File: src/rtl/core/command_line_tokenizer_unit_macros.svh
// Assertion macros for the command line tokenizer.
// Used by command_line_tokenizer_unit; expects clk_i and rst_ni in scope.
`ifndef COMMAND_LINE_TOKENIZER_UNIT_MACROS_SVH
`define COMMAND_LINE_TOKENIZER_UNIT_MACROS_SVH

// checked on every clock edge outside reset
`define CLT_ASSERT(lbl, prop, msg) \
  lbl: assert property (@(posedge clk_i) disable iff (!rst_ni) prop) else $error(msg);

// checked on every clock edge, reset included
`define CLT_ASSERT_ALWAYS(lbl, prop, msg) \
  lbl: assert property (@(posedge clk_i) prop) else $error(msg);

`endif

File: src/rtl/core/cltok_pkg.sv
// Shared constants for the command line tokenizer: parse modes,
// character codes and parameter defaults. No dependencies.
package cltok_pkg;

  localparam int unsigned MaxTokensDefault = 15;

  localparam int unsigned CharW  = 8;
  localparam int unsigned IndexW = 4;
  localparam int unsigned ModeW  = 2;

  // parse modes
  localparam logic [ModeW-1:0] ModeWs     = 2'd0;
  localparam logic [ModeW-1:0] ModeToken  = 2'd1;
  localparam logic [ModeW-1:0] ModeString = 2'd2;
  localparam logic [ModeW-1:0] ModeEscape = 2'd3;

  // character codes
  localparam logic [CharW-1:0] ChNul   = 8'h00;
  localparam logic [CharW-1:0] ChSemi  = 8'h3b;
  localparam logic [CharW-1:0] ChQuote = 8'h22;
  localparam logic [CharW-1:0] ChBslash = 8'h5c;
  localparam logic [CharW-1:0] ChSpace = 8'h20;
  localparam logic [CharW-1:0] ChTab   = 8'h09;

endpackage

File: src/rtl/core/command_line_tokenizer_unit.sv
// Command line tokenizer: one byte in, one result out per transaction.
// Input register, then result register; throughput one byte per cycle while
// the output is not stalled by out_ready_i.
// Reset (rst_ni low, asynchronous) empties both registers, returns the parse
// mode and saved mode to whitespace and clears token count and overflow.
// Depends on cltok_pkg and command_line_tokenizer_unit_macros.svh.
`include "command_line_tokenizer_unit_macros.svh"

module command_line_tokenizer_unit #(
  parameter int unsigned MaxTokens = cltok_pkg::MaxTokensDefault
) (
  input  logic                           clk_i,
  input  logic                           rst_ni,
  input  logic                           in_valid_i,
  output logic                           in_ready_o,
  input  logic [cltok_pkg::CharW-1:0]    char_in_i,
  output logic                           out_valid_o,
  input  logic                           out_ready_i,
  output logic                           keep_char_o,
  output logic                           token_start_o,
  output logic [cltok_pkg::IndexW-1:0]   token_index_o,
  output logic                           command_end_o,
  output logic [cltok_pkg::IndexW-1:0]   token_count_o,
  output logic                           too_many_tokens_o
);

  localparam int unsigned CntW = $clog2(MaxTokens + 1);
  localparam int unsigned ExtW = (CntW > cltok_pkg::IndexW) ? CntW : cltok_pkg::IndexW;
  localparam logic [CntW-1:0] MaxCnt = CntW'(MaxTokens);

  // input register
  logic                        in_vld_q;
  logic [cltok_pkg::CharW-1:0] char_q;

  // parse state
  logic [cltok_pkg::ModeW-1:0] mode_q, mode_d;
  logic [cltok_pkg::ModeW-1:0] saved_q, saved_d;
  logic [CntW-1:0]             tokens_q, tokens_d;
  logic                        ovf_q, ovf_d;

  // result register
  logic                        out_vld_q;
  logic                        keep_q, start_q, cend_q, tmt_q;
  logic [cltok_pkg::IndexW-1:0] idx_q, cnt_q;

  logic adv;
  logic keep, start, cend, try_start;
  logic [CntW-1:0] tok_nxt, idx_full;
  logic            ovf_nxt;
  logic [ExtW-1:0] idx_ext, cnt_ext;

  assign adv        = in_vld_q && (!out_vld_q || out_ready_i);
  assign in_ready_o = !in_vld_q || adv;

  always_comb begin
    keep      = 1'b0;
    start     = 1'b0;
    cend      = 1'b0;
    try_start = 1'b0;
    mode_d    = mode_q;
    saved_d   = saved_q;
    if (char_q == cltok_pkg::ChNul ||
        (char_q == cltok_pkg::ChSemi && mode_q != cltok_pkg::ModeString &&
         mode_q != cltok_pkg::ModeEscape)) begin
      cend = 1'b1;
    end else begin
      unique case (mode_q)
        cltok_pkg::ModeEscape: begin
          keep   = 1'b1;
          mode_d = saved_q;
        end
        cltok_pkg::ModeString: begin
          if (char_q == cltok_pkg::ChQuote) begin
            mode_d = cltok_pkg::ModeWs;
          end else begin
            keep = 1'b1;
          end
        end
        default: begin
          if (char_q == cltok_pkg::ChSpace || char_q == cltok_pkg::ChTab) begin
            mode_d = cltok_pkg::ModeWs;
          end else if (char_q == cltok_pkg::ChQuote) begin
            try_start = 1'b1;
            mode_d    = cltok_pkg::ModeString;
          end else if (char_q == cltok_pkg::ChBslash) begin
            keep    = 1'b1;
            saved_d = mode_q;
            mode_d  = cltok_pkg::ModeEscape;
          end else begin
            keep      = 1'b1;
            try_start = (mode_q == cltok_pkg::ModeWs);
            mode_d    = cltok_pkg::ModeToken;
          end
        end
      endcase
    end

    // token bound: refused starts only raise the overflow flag
    tok_nxt = tokens_q;
    ovf_nxt = ovf_q;
    if (try_start) begin
      if (tokens_q < MaxCnt) begin
        tok_nxt = tokens_q + CntW'(1);
        start   = 1'b1;
      end else begin
        ovf_nxt = 1'b1;
      end
    end
    idx_full = (tok_nxt != '0) ? (tok_nxt - CntW'(1)) : '0;
    idx_ext  = ExtW'(idx_full);
    cnt_ext  = ExtW'(tok_nxt);

    // command end returns the parse state (modes, token count, overflow) to reset values
    if (cend) begin
      mode_d   = cltok_pkg::ModeWs;
      saved_d  = cltok_pkg::ModeWs;
      tokens_d = '0;
      ovf_d    = 1'b0;
    end else begin
      tokens_d = tok_nxt;
      ovf_d    = ovf_nxt;
    end
  end

  always_ff @(posedge clk_i or negedge rst_ni) begin
    if (!rst_ni) begin
      in_vld_q  <= 1'b0;
      out_vld_q <= 1'b0;
      mode_q    <= cltok_pkg::ModeWs;
      saved_q   <= cltok_pkg::ModeWs;
      tokens_q  <= '0;
      ovf_q     <= 1'b0;
    end else begin
      if (in_ready_o) begin
        in_vld_q <= in_valid_i;
      end
      if (adv) begin
        out_vld_q <= 1'b1;
        mode_q    <= mode_d;
        saved_q   <= saved_d;
        tokens_q  <= tokens_d;
        ovf_q     <= ovf_d;
      end else if (out_ready_i) begin
        out_vld_q <= 1'b0;
      end
    end
  end

  always_ff @(posedge clk_i) begin
    if (in_ready_o && in_valid_i) begin
      char_q <= char_in_i;
    end
    if (adv) begin
      keep_q  <= keep;
      start_q <= start;
      cend_q  <= cend;
      tmt_q   <= ovf_nxt;
      idx_q   <= idx_ext[cltok_pkg::IndexW-1:0];
      cnt_q   <= cnt_ext[cltok_pkg::IndexW-1:0];
    end
  end

  assign out_valid_o       = out_vld_q;
  assign keep_char_o       = keep_q;
  assign token_start_o     = start_q;
  assign token_index_o     = idx_q;
  assign command_end_o     = cend_q;
  assign token_count_o     = cnt_q;
  assign too_many_tokens_o = tmt_q;

  `CLT_ASSERT(a_cend_clears,
              adv && cend |=> tokens_q == '0 && ovf_q == 1'b0 && mode_q == cltok_pkg::ModeWs,
              "state not cleared after command end")
  `CLT_ASSERT(a_count_bound, tokens_q <= MaxCnt, "token count beyond bound")
  `CLT_ASSERT(a_cend_no_keep, out_vld_q && cend_q |-> !keep_q && !start_q,
              "command end byte kept or started a token")
  `CLT_ASSERT(a_start_index,
              out_vld_q && start_q |-> cnt_q == idx_q + cltok_pkg::IndexW'(1),
              "token index does not match count on start")

endmodule
File: config.mk
export PLATFORM = sky130hd
export DESIGN_NAME = command_line_tokenizer_unit
export DESIGN_NICKNAME = d
export VERILOG_FILES = /design/src/rtl/core/cltok_pkg.sv /design/src/rtl/core/command_line_tokenizer_unit.sv
export VERILOG_INCLUDE_DIRS = /design/src /design/src/rtl/core
export SDC_FILE = /design/constraint.sdc
export NUM_CORES = 1
export LEC_CHECK = 0
export BUFFER_PORTS_ARGS = -buffer_cell sky130_fd_sc_hd__buf_2
export CAP_MARGIN = 15
export CORE_UTILIZATION = 35
export CTS_BUF_LIST = sky130_fd_sc_hd__clkbuf_8
export CTS_CLUSTER_DIAMETER = 30
export DETAILED_ROUTE_END_ITERATION = 7
export GPL_TIMING_DRIVEN = 0
export PLACE_DENSITY = 0.66
export SETUP_SLACK_MARGIN = 0.2
export SYNTH_ARGS = -nofsm -noshare
export SYNTH_HDL_FRONTEND = slang
export SYNTH_SLANG_ARGS = --single-unit
File: constraint.sdc
create_clock -name clk_i -period 6.3 [get_ports clk_i]
set_clock_uncertainty 0.15 [all_clocks]
set_input_delay 1.575 -clock clk_i [delete_from_list [all_inputs] [get_ports clk_i]]
set_output_delay 1.575 -clock clk_i [all_outputs]
set_load 0.005 [all_outputs]
==> impl_metrics.ini, run 1 <==
[run_status]
status = complete, no violations

[finish]
final_common_cell = buf_2
antenna_cells = 0
final_core_util = 0.425
areaGrowthSynthToFinish_pct = 17.2
drive_gt1_frac = 0.277
layout.nets = 179
layout_common_cells = 25 x buf_2, 20 x edfxtp_1, 16 x nand2_1

[drt]
wl_mm = 2.85
drtAntennaViolNets = 0
drt_pass1_iterations = 4
vias = 1133
drc = 0
wire_per_inst_um = 13.1
drtIter0Drc = 58
vias_per_cell = 5.20

[sta]
rsz0062_at_grt = false
fin_crit_sh = 0.591
slew_headroom = 0.434
final.setup.tns_ps = 0
fmax_mhz = 269
hold_viol = 0
drv_slew = 0
finalSetupViolCount = 0
fin_crit_ps = 3720
tightest_slew_ps = 843

[worst_setup_path]
slowest_stage = nand3b_1
crit_family = buffers and inverters
path_cells = buf_2 -> nand3b_1 -> buf_2
worstSetupStartpointType = primary input
cp.arrival_ps = 2000
critPathRequiredTime_ps = 4580
r2r_start = char_q[7]
cp_max_fo = 3
critPathMostFrequentCell = buf_2
cp.buffers_inverters = 2
startpoint = out_ready_i
cpPeakStageDelay_ps = 180
path_class = in2out
endpoint_kind = primary output

[worst_hold_path]
holdCritStartpoint = saved_q[0]
hp-class = reg2reg

[yosys]
syn_area_sq_um = 1580
synth_nets = 147
yosysSeqAreaShare = 0.555
synth_edf_count = 20
syn_inst = 133
async_reset_ff_frac = 0.355
synth_ff_type = edfxtp_1
synth-seq-cells = 31
synthDistinctLibCells = 46
syn_avg_cell_area_sq_um = 11.9
yosys_warnings = 0

[die]
placementRows = 24
ios = 26
fp.dieW_um = 69.1
die_h_um = 69.1
core-area_sq_um = 4350
dieArea_sq_um = 4780
start_util = 0.362

[clock_network]
cts_sinks = 31
post_cts_resize_count = 0
cts_tree = built
cts_root_buf = clkbuf_8
htreeDepth = 2
hold_buffers = 0
post_cts_buffers = 0
cts_made_buffers = 5
clk_latency_ps = 280
ctsLongestPathBuffers = 2
clk_pin_slew_ps = 60

[place]
place.gp.congestion = 0.820
numPortBuffers = 25
dp_hpwl_mm = 2.11

[global_route]
grt_usage = 0.135
grt_pass1_wl_mm = 4.95
overflow = 0
antenna_found_initial = 0
grt_max_degree = 18
grt_pass1_vias = 1113

[power_and_ir_drop]
finalPower_uw = 626
vdd_drop_max_mv = 0.130
power_leakage_nw = 0.757
powerDensity_nw_per_um2 = 339

[job]
max_cap_violations = 0
cell families (layout without fill, tap and decap cells):
| logic type | after synthesis | in the layout | share of synthesized area |
|---|---|---|---|
| compound gates | 33 | 33 | 0.138 |
| xor+xnor | 1 | 1 | 0.0174 |
| fa+ha+maj | 2 | 2 | 0.0159 |
| buf+inv | 10 | 43 | 0.0333 |
| flops | 31 | 31 | 0.555 |
| mux | 1 | 1 | 0.0143 |
| simple gates | 55 | 55 | 0.226 |
per-stage QoR:
| step | cells | area [sq um] | hold slack, ps | worst slack (ps) |
|---|---|---|---|---|
| global route | 218 | 1850 | 367 | 2540 |
| global placement | 210 | 1770 | 308 | 2590 |
| detailed placement | 210 | 1770 | 322 | 2570 |
| floorplan | 133 | 1580 | 289 | 2830 |
| finish | 218 | 1850 | 331 | 2580 |
| CTS | 218 | 1850 | 337 | 2570 |
worst reg2reg max path: cells and delay by family, from the launching register on:
| kind | cells | cell delay [ps] |
|---|---|---|
| compound gates | 2 | 320 |
| fa+ha+maj | 1 | 210 |
| buf+inv | 1 | 140 |
| flops | 1 | 420 |
| mux | 1 | 310 |
| simple gates | 4 | 1180 |
sequential cells by signal, indices dropped and copies added (netlist names):
signal,flops
token_count_o,4
token_start_o,1
in_vld_q,1
saved_q,2
char_q,8
tokens_q,4
token_index_o,4
mode_q,2
command_end_o,1
out_valid_o,1
keep_char_o,1
too_many_tokens_o,1
ovf_q,1
final timing paths:
| check | end | slack, ps | depth (start not counted) |
|---|---|---|---|
| max | in_ready_o | 2580 | 3 |
| min reg2reg | saved_q[0] | 330 | 2 |
| min in group asynchronous | saved_q[0] | 1020 | 1 |
| max reg2reg | token_index_o[2] | 3310 | 9 |
| min | saved_q[0] | 330 | 2 |
| max in group asynchronous | tokens_q[1] | 4760 | 1 |
layout make-up:
cell class / count / area (sq um)
fillers: 405 / 2500
clock buffers: 5 / 68.8
clock inverters: 3 / 12.5
flip-flops and latches: 31 / 876
inverters: 7 / 26.3
plain buffers: 3 / 26.3
multi-input cells: 92 / 649
well taps: 52 / 65.1
repair buffers: 25 / 125
Yosys cell counts, drive strengths merged, types with 4 or more instances:
cell | n | area, sq um
a21oi | 5 | 25.0
and2 | 4 | 25.0
dfrtp | 11 | 275
edfxtp | 20 | 601
inv | 7 | 26.3
nand2 | 16 | 60.1
nor4 | 5 | 58.8
o21ai | 13 | 65.1
power by group:
group          switching (mW)  internal (mW)
combinational          0.0930         0.0912
clock                  0.0692         0.0740
sequential             0.0318          0.267
total                   0.194          0.432
layer usage:
layer / vias to the layer above / part of all wire / global-route usage
met2: 42 / 0.49 / 0.218
met1: 517 / 0.42 / 0.147
met4: 0 / 0.029 / 0.0862
li1: 565 / - / -
met5: - / 0 / 0
met3: 9 / 0.060 / 0.0526
Note: power is estimated with default switching activity, not from simulation.
==> run 2: changes to the inputs <==
--- a/config.mk
+++ b/config.mk
@@ -6,6 +6,7 @@
 export SDC_FILE = /design/constraint.sdc
 export NUM_CORES = 1
 export LEC_CHECK = 0
+export ABC_AREA = 1
 export BUFFER_PORTS_ARGS = -buffer_cell sky130_fd_sc_hd__buf_2
 export CAP_MARGIN = 15
 export CORE_UTILIZATION = 35
@@ -13,7 +14,7 @@
 export CTS_CLUSTER_DIAMETER = 30
 export DETAILED_ROUTE_END_ITERATION = 7
 export GPL_TIMING_DRIVEN = 0
-export PLACE_DENSITY = 0.66
+export PLACE_DENSITY = 0.68
 export SETUP_SLACK_MARGIN = 0.2
 export SYNTH_ARGS = -nofsm -noshare
 export SYNTH_HDL_FRONTEND = slang
==> constraint.sdc (replaced) <==
create_clock -name clk_i -period 3.33 [get_ports clk_i]
set_clock_uncertainty 0.15 [all_clocks]
set_input_delay 0.8325 -clock clk_i [delete_from_list [all_inputs] [get_ports clk_i]]
set_output_delay 0.8325 -clock clk_i [all_outputs]
set_load 0.005 [all_outputs]
==> run 2 against run 1 <==
Compared with the run above:
- worst setup slack got worse by 1600 ps
- cell area rose by 6.0%
- via count rose by 2.1%
- routed wire length rose by 0.18%
- clock power rose by 130%
- core utilization rose by 1.3 points
- combinational power rose to 2.8 times the previous value
- global-route usage fell by 0.46 points
- total power rose by 130%
- critical path type is now reg2reg
- largest power group unchanged
==> impl_metrics.ini, run 2 <==
[run_status]
status = complete, no violations

[place]
dpl_worst_slack_ps = 709
dp_hpwl_mm = 2.15
numPortBuffers = 25
place.gp.congestion = 0.847

[worst_setup_path]
worstSetupStartpointType = register
cp_max_fo = 6
path_class = reg2reg
slowest_stage = dfrtp_1
cp.arrival_ps = 2230
endpoint_kind = register
startpoint = tokens_q[1]
critPathRequiredTime_ps = 3220
r2r_start = tokens_q[1]
reg2regPathDepth = 12
cpPeakStageDelay_ps = 440
path_cells = ha_1 -> nand3_2 -> nand2_1 -> o21ai_0 -> inv_1 -> nand4_1 -> nand2_4 -> inv_2 -> ha_1 -> nand3b_1 -> nand2_1 -> a21oi_2

[power_and_ir_drop]
power_leakage_nw = 0.894
p_seq_frac = 0.410
powerDensity_nw_per_um2 = 733
p_switching_uw = 514
swShare = 0.357
clockPowerShare = 0.230
vdd_drop_max_mv = 0.225
power.share.combinational = 0.361
p_int_uw = 924

[sta]
fin_crit_sh = 0.701
finalSetupViolCount = 0
fmax_mhz = 428
slew_headroom = 0.593
final.setup.tns_ps = 0
fin_crit_ps = 2330
hold_viol = 0
setup_ws_ps = 996
rsz0062_at_grt = false
tightest_slew_ps = 607
drv_slew = 0

[yosys]
synthDistinctLibCells = 29
synth_ff_type = edfxtp_1
synth_top_area_cell = edfxtp_1
synthTopCellsByCount = 34 x nand2_1, 20 x edfxtp_1, 19 x inv_1, 11 x dfrtp_1
syn_area_sq_um = 1670
syn_avg_cell_area_sq_um = 10.3
synth_edf_count = 20
yosysMostFrequentCell = nand2_1
synth_nets = 176
async_reset_ff_frac = 0.355
yosys_warnings = 0
yosysSeqAreaShare = 0.526
synth_top_area_share = 0.360
syn_inst = 162
synth-seq-cells = 31
synthTopCellsByArea = edfxtp_1 36%, dfrtp_1 17%, nand2_1 7.7%

[drt]
drc = 0
wl_mm = 2.86
drtAntennaViolNets = 0
vias = 1157
wire_per_inst_um = 11.6
drt_pass1_iterations = 6
drtIter0Drc = 93
vias_per_cell = 4.68

[finish]
final_common_cell = nand2_1
largest_reg_flops = 8
areaGrowthSynthToFinish_pct = 17.6
regMostFlops = char_q
drive_gt1_frac = 0.379
layout.nets = 208
fillerInstances = 422
layout_common_cells = 34 x nand2_1, 25 x buf_2, 20 x edfxtp_1
antenna_cells = 0

[clock_network]
hold_buffers = 0
cts_sinks = 31
htreeDepth = 2
post_cts_resize_count = 0
clk_pin_slew_ps = 70
cts_tree = built
cts_root_buf = clkbuf_8
ctsLongestPathBuffers = 2
post_cts_buffers = 0
clk_latency_ps = 280
cts_made_buffers = 5

[die]
start_util = 0.372
fp.dieW_um = 71.0
placementRows = 24
die_h_um = 71.0
ios = 26
dieArea_sq_um = 5040
core-area_sq_um = 4470

[global_route]
grt_max_degree = 20
grt_pass1_vias = 1082
grt_usage = 0.130
overflow = 0
antenna_found_initial = 0
grt_pass1_wl_mm = 4.90

[job]
max_cap_violations = 0

[worst_hold_path]
hp-class = in2async
-- run 2: metrics by stage --
stage | hold WS, ps | cells | power (mW) | instance area, sq um | util
global placement | 316 | 239 | 1.10 | 1860 | 0.415
CTS | 263 | 247 | 1.45 | 1960 | 0.438
global route | 261 | 247 | 1.53 | 1960 | 0.438
finish | 262 | 247 | 1.44 | 1960 | 0.438
floorplan | 287 | 162 | 0.986 | 1670 | -
detailed placement | 328 | 239 | 1.12 | 1860 | 0.415
-- run 2: power by group through the flow --
stage / registers [mW] / logic, mW / clock network, mW
6_report: 0.589 / 0.518 / 0.330
5_1_grt: 0.600 / 0.576 / 0.354
4_1_cts: 0.589 / 0.520 / 0.340
3_5_place_dp: 0.597 / 0.519 / 0
3_3_place_gp: 0.594 / 0.504 / 0
2_1_floorplan: 0.593 / 0.393 / 0
-- run 2: kinds of logic (layout without fill, tap and decap cells) --
kind of cell | after synthesis | in the layout | share of synthesized area
XOR/XNOR | 2 | 2 | 0.0105
flip-flops | 31 | 31 | 0.526
AO/OA/AOI/OAI | 19 | 19 | 0.0848
adder cells (fa/ha/maj) | 2 | 2 | 0.0150
buffers and inverters | 27 | 60 | 0.0608
AND/OR/NAND/NOR | 81 | 81 | 0.303
-- run 2: final timing paths --
check,slack [ps],endpoint
worst max-delay path,1000,token_index_o[2]
worst min-delay path,260,tokens_q[2]
worst max register to register,1000,token_index_o[2]
worst min register to register,340,saved_q[0]
max in group asynchronous,2550,tokens_q[3]
min in group clk_i,340,saved_q[0]
-- run 2: critical path, delay by kind of cell, from the launching register on --
family | cells | cell delay [ps]
DFF | 1 | 440
adders and majority gates | 2 | 460
AOI/OAI and AO/OA | 2 | 120
and+or+nand+nor | 6 | 790
buffers and inverters | 2 | 120
-- run 2: per-layer routing --
metal | share of wire | wire, um | GRT usage | vias up
li1 | - | - | - | 603
met1 | 0.48 | 1370 | 0.167 | 517
met2 | 0.45 | 1280 | 0.196 | 32
met3 | 0.048 | 136 | 0.0399 | 5
met4 | 0.025 | 70 | 0.0733 | 0
met5 | 0 | 0 | 0 | -
-- run 2: area by class of cell --
class                           count  area (sq um)  share of cell area
Sequential cell                    31           876               0.447
Multi-Input combinational cell    104           689               0.352
Timing Repair Buffer               25           125              0.0638
Inverter                           27           101              0.0517
Clock buffer                        7          96.3              0.0491
Tap cell                           52          65.1              0.0332
Clock inverter                      1          7.51             0.00383
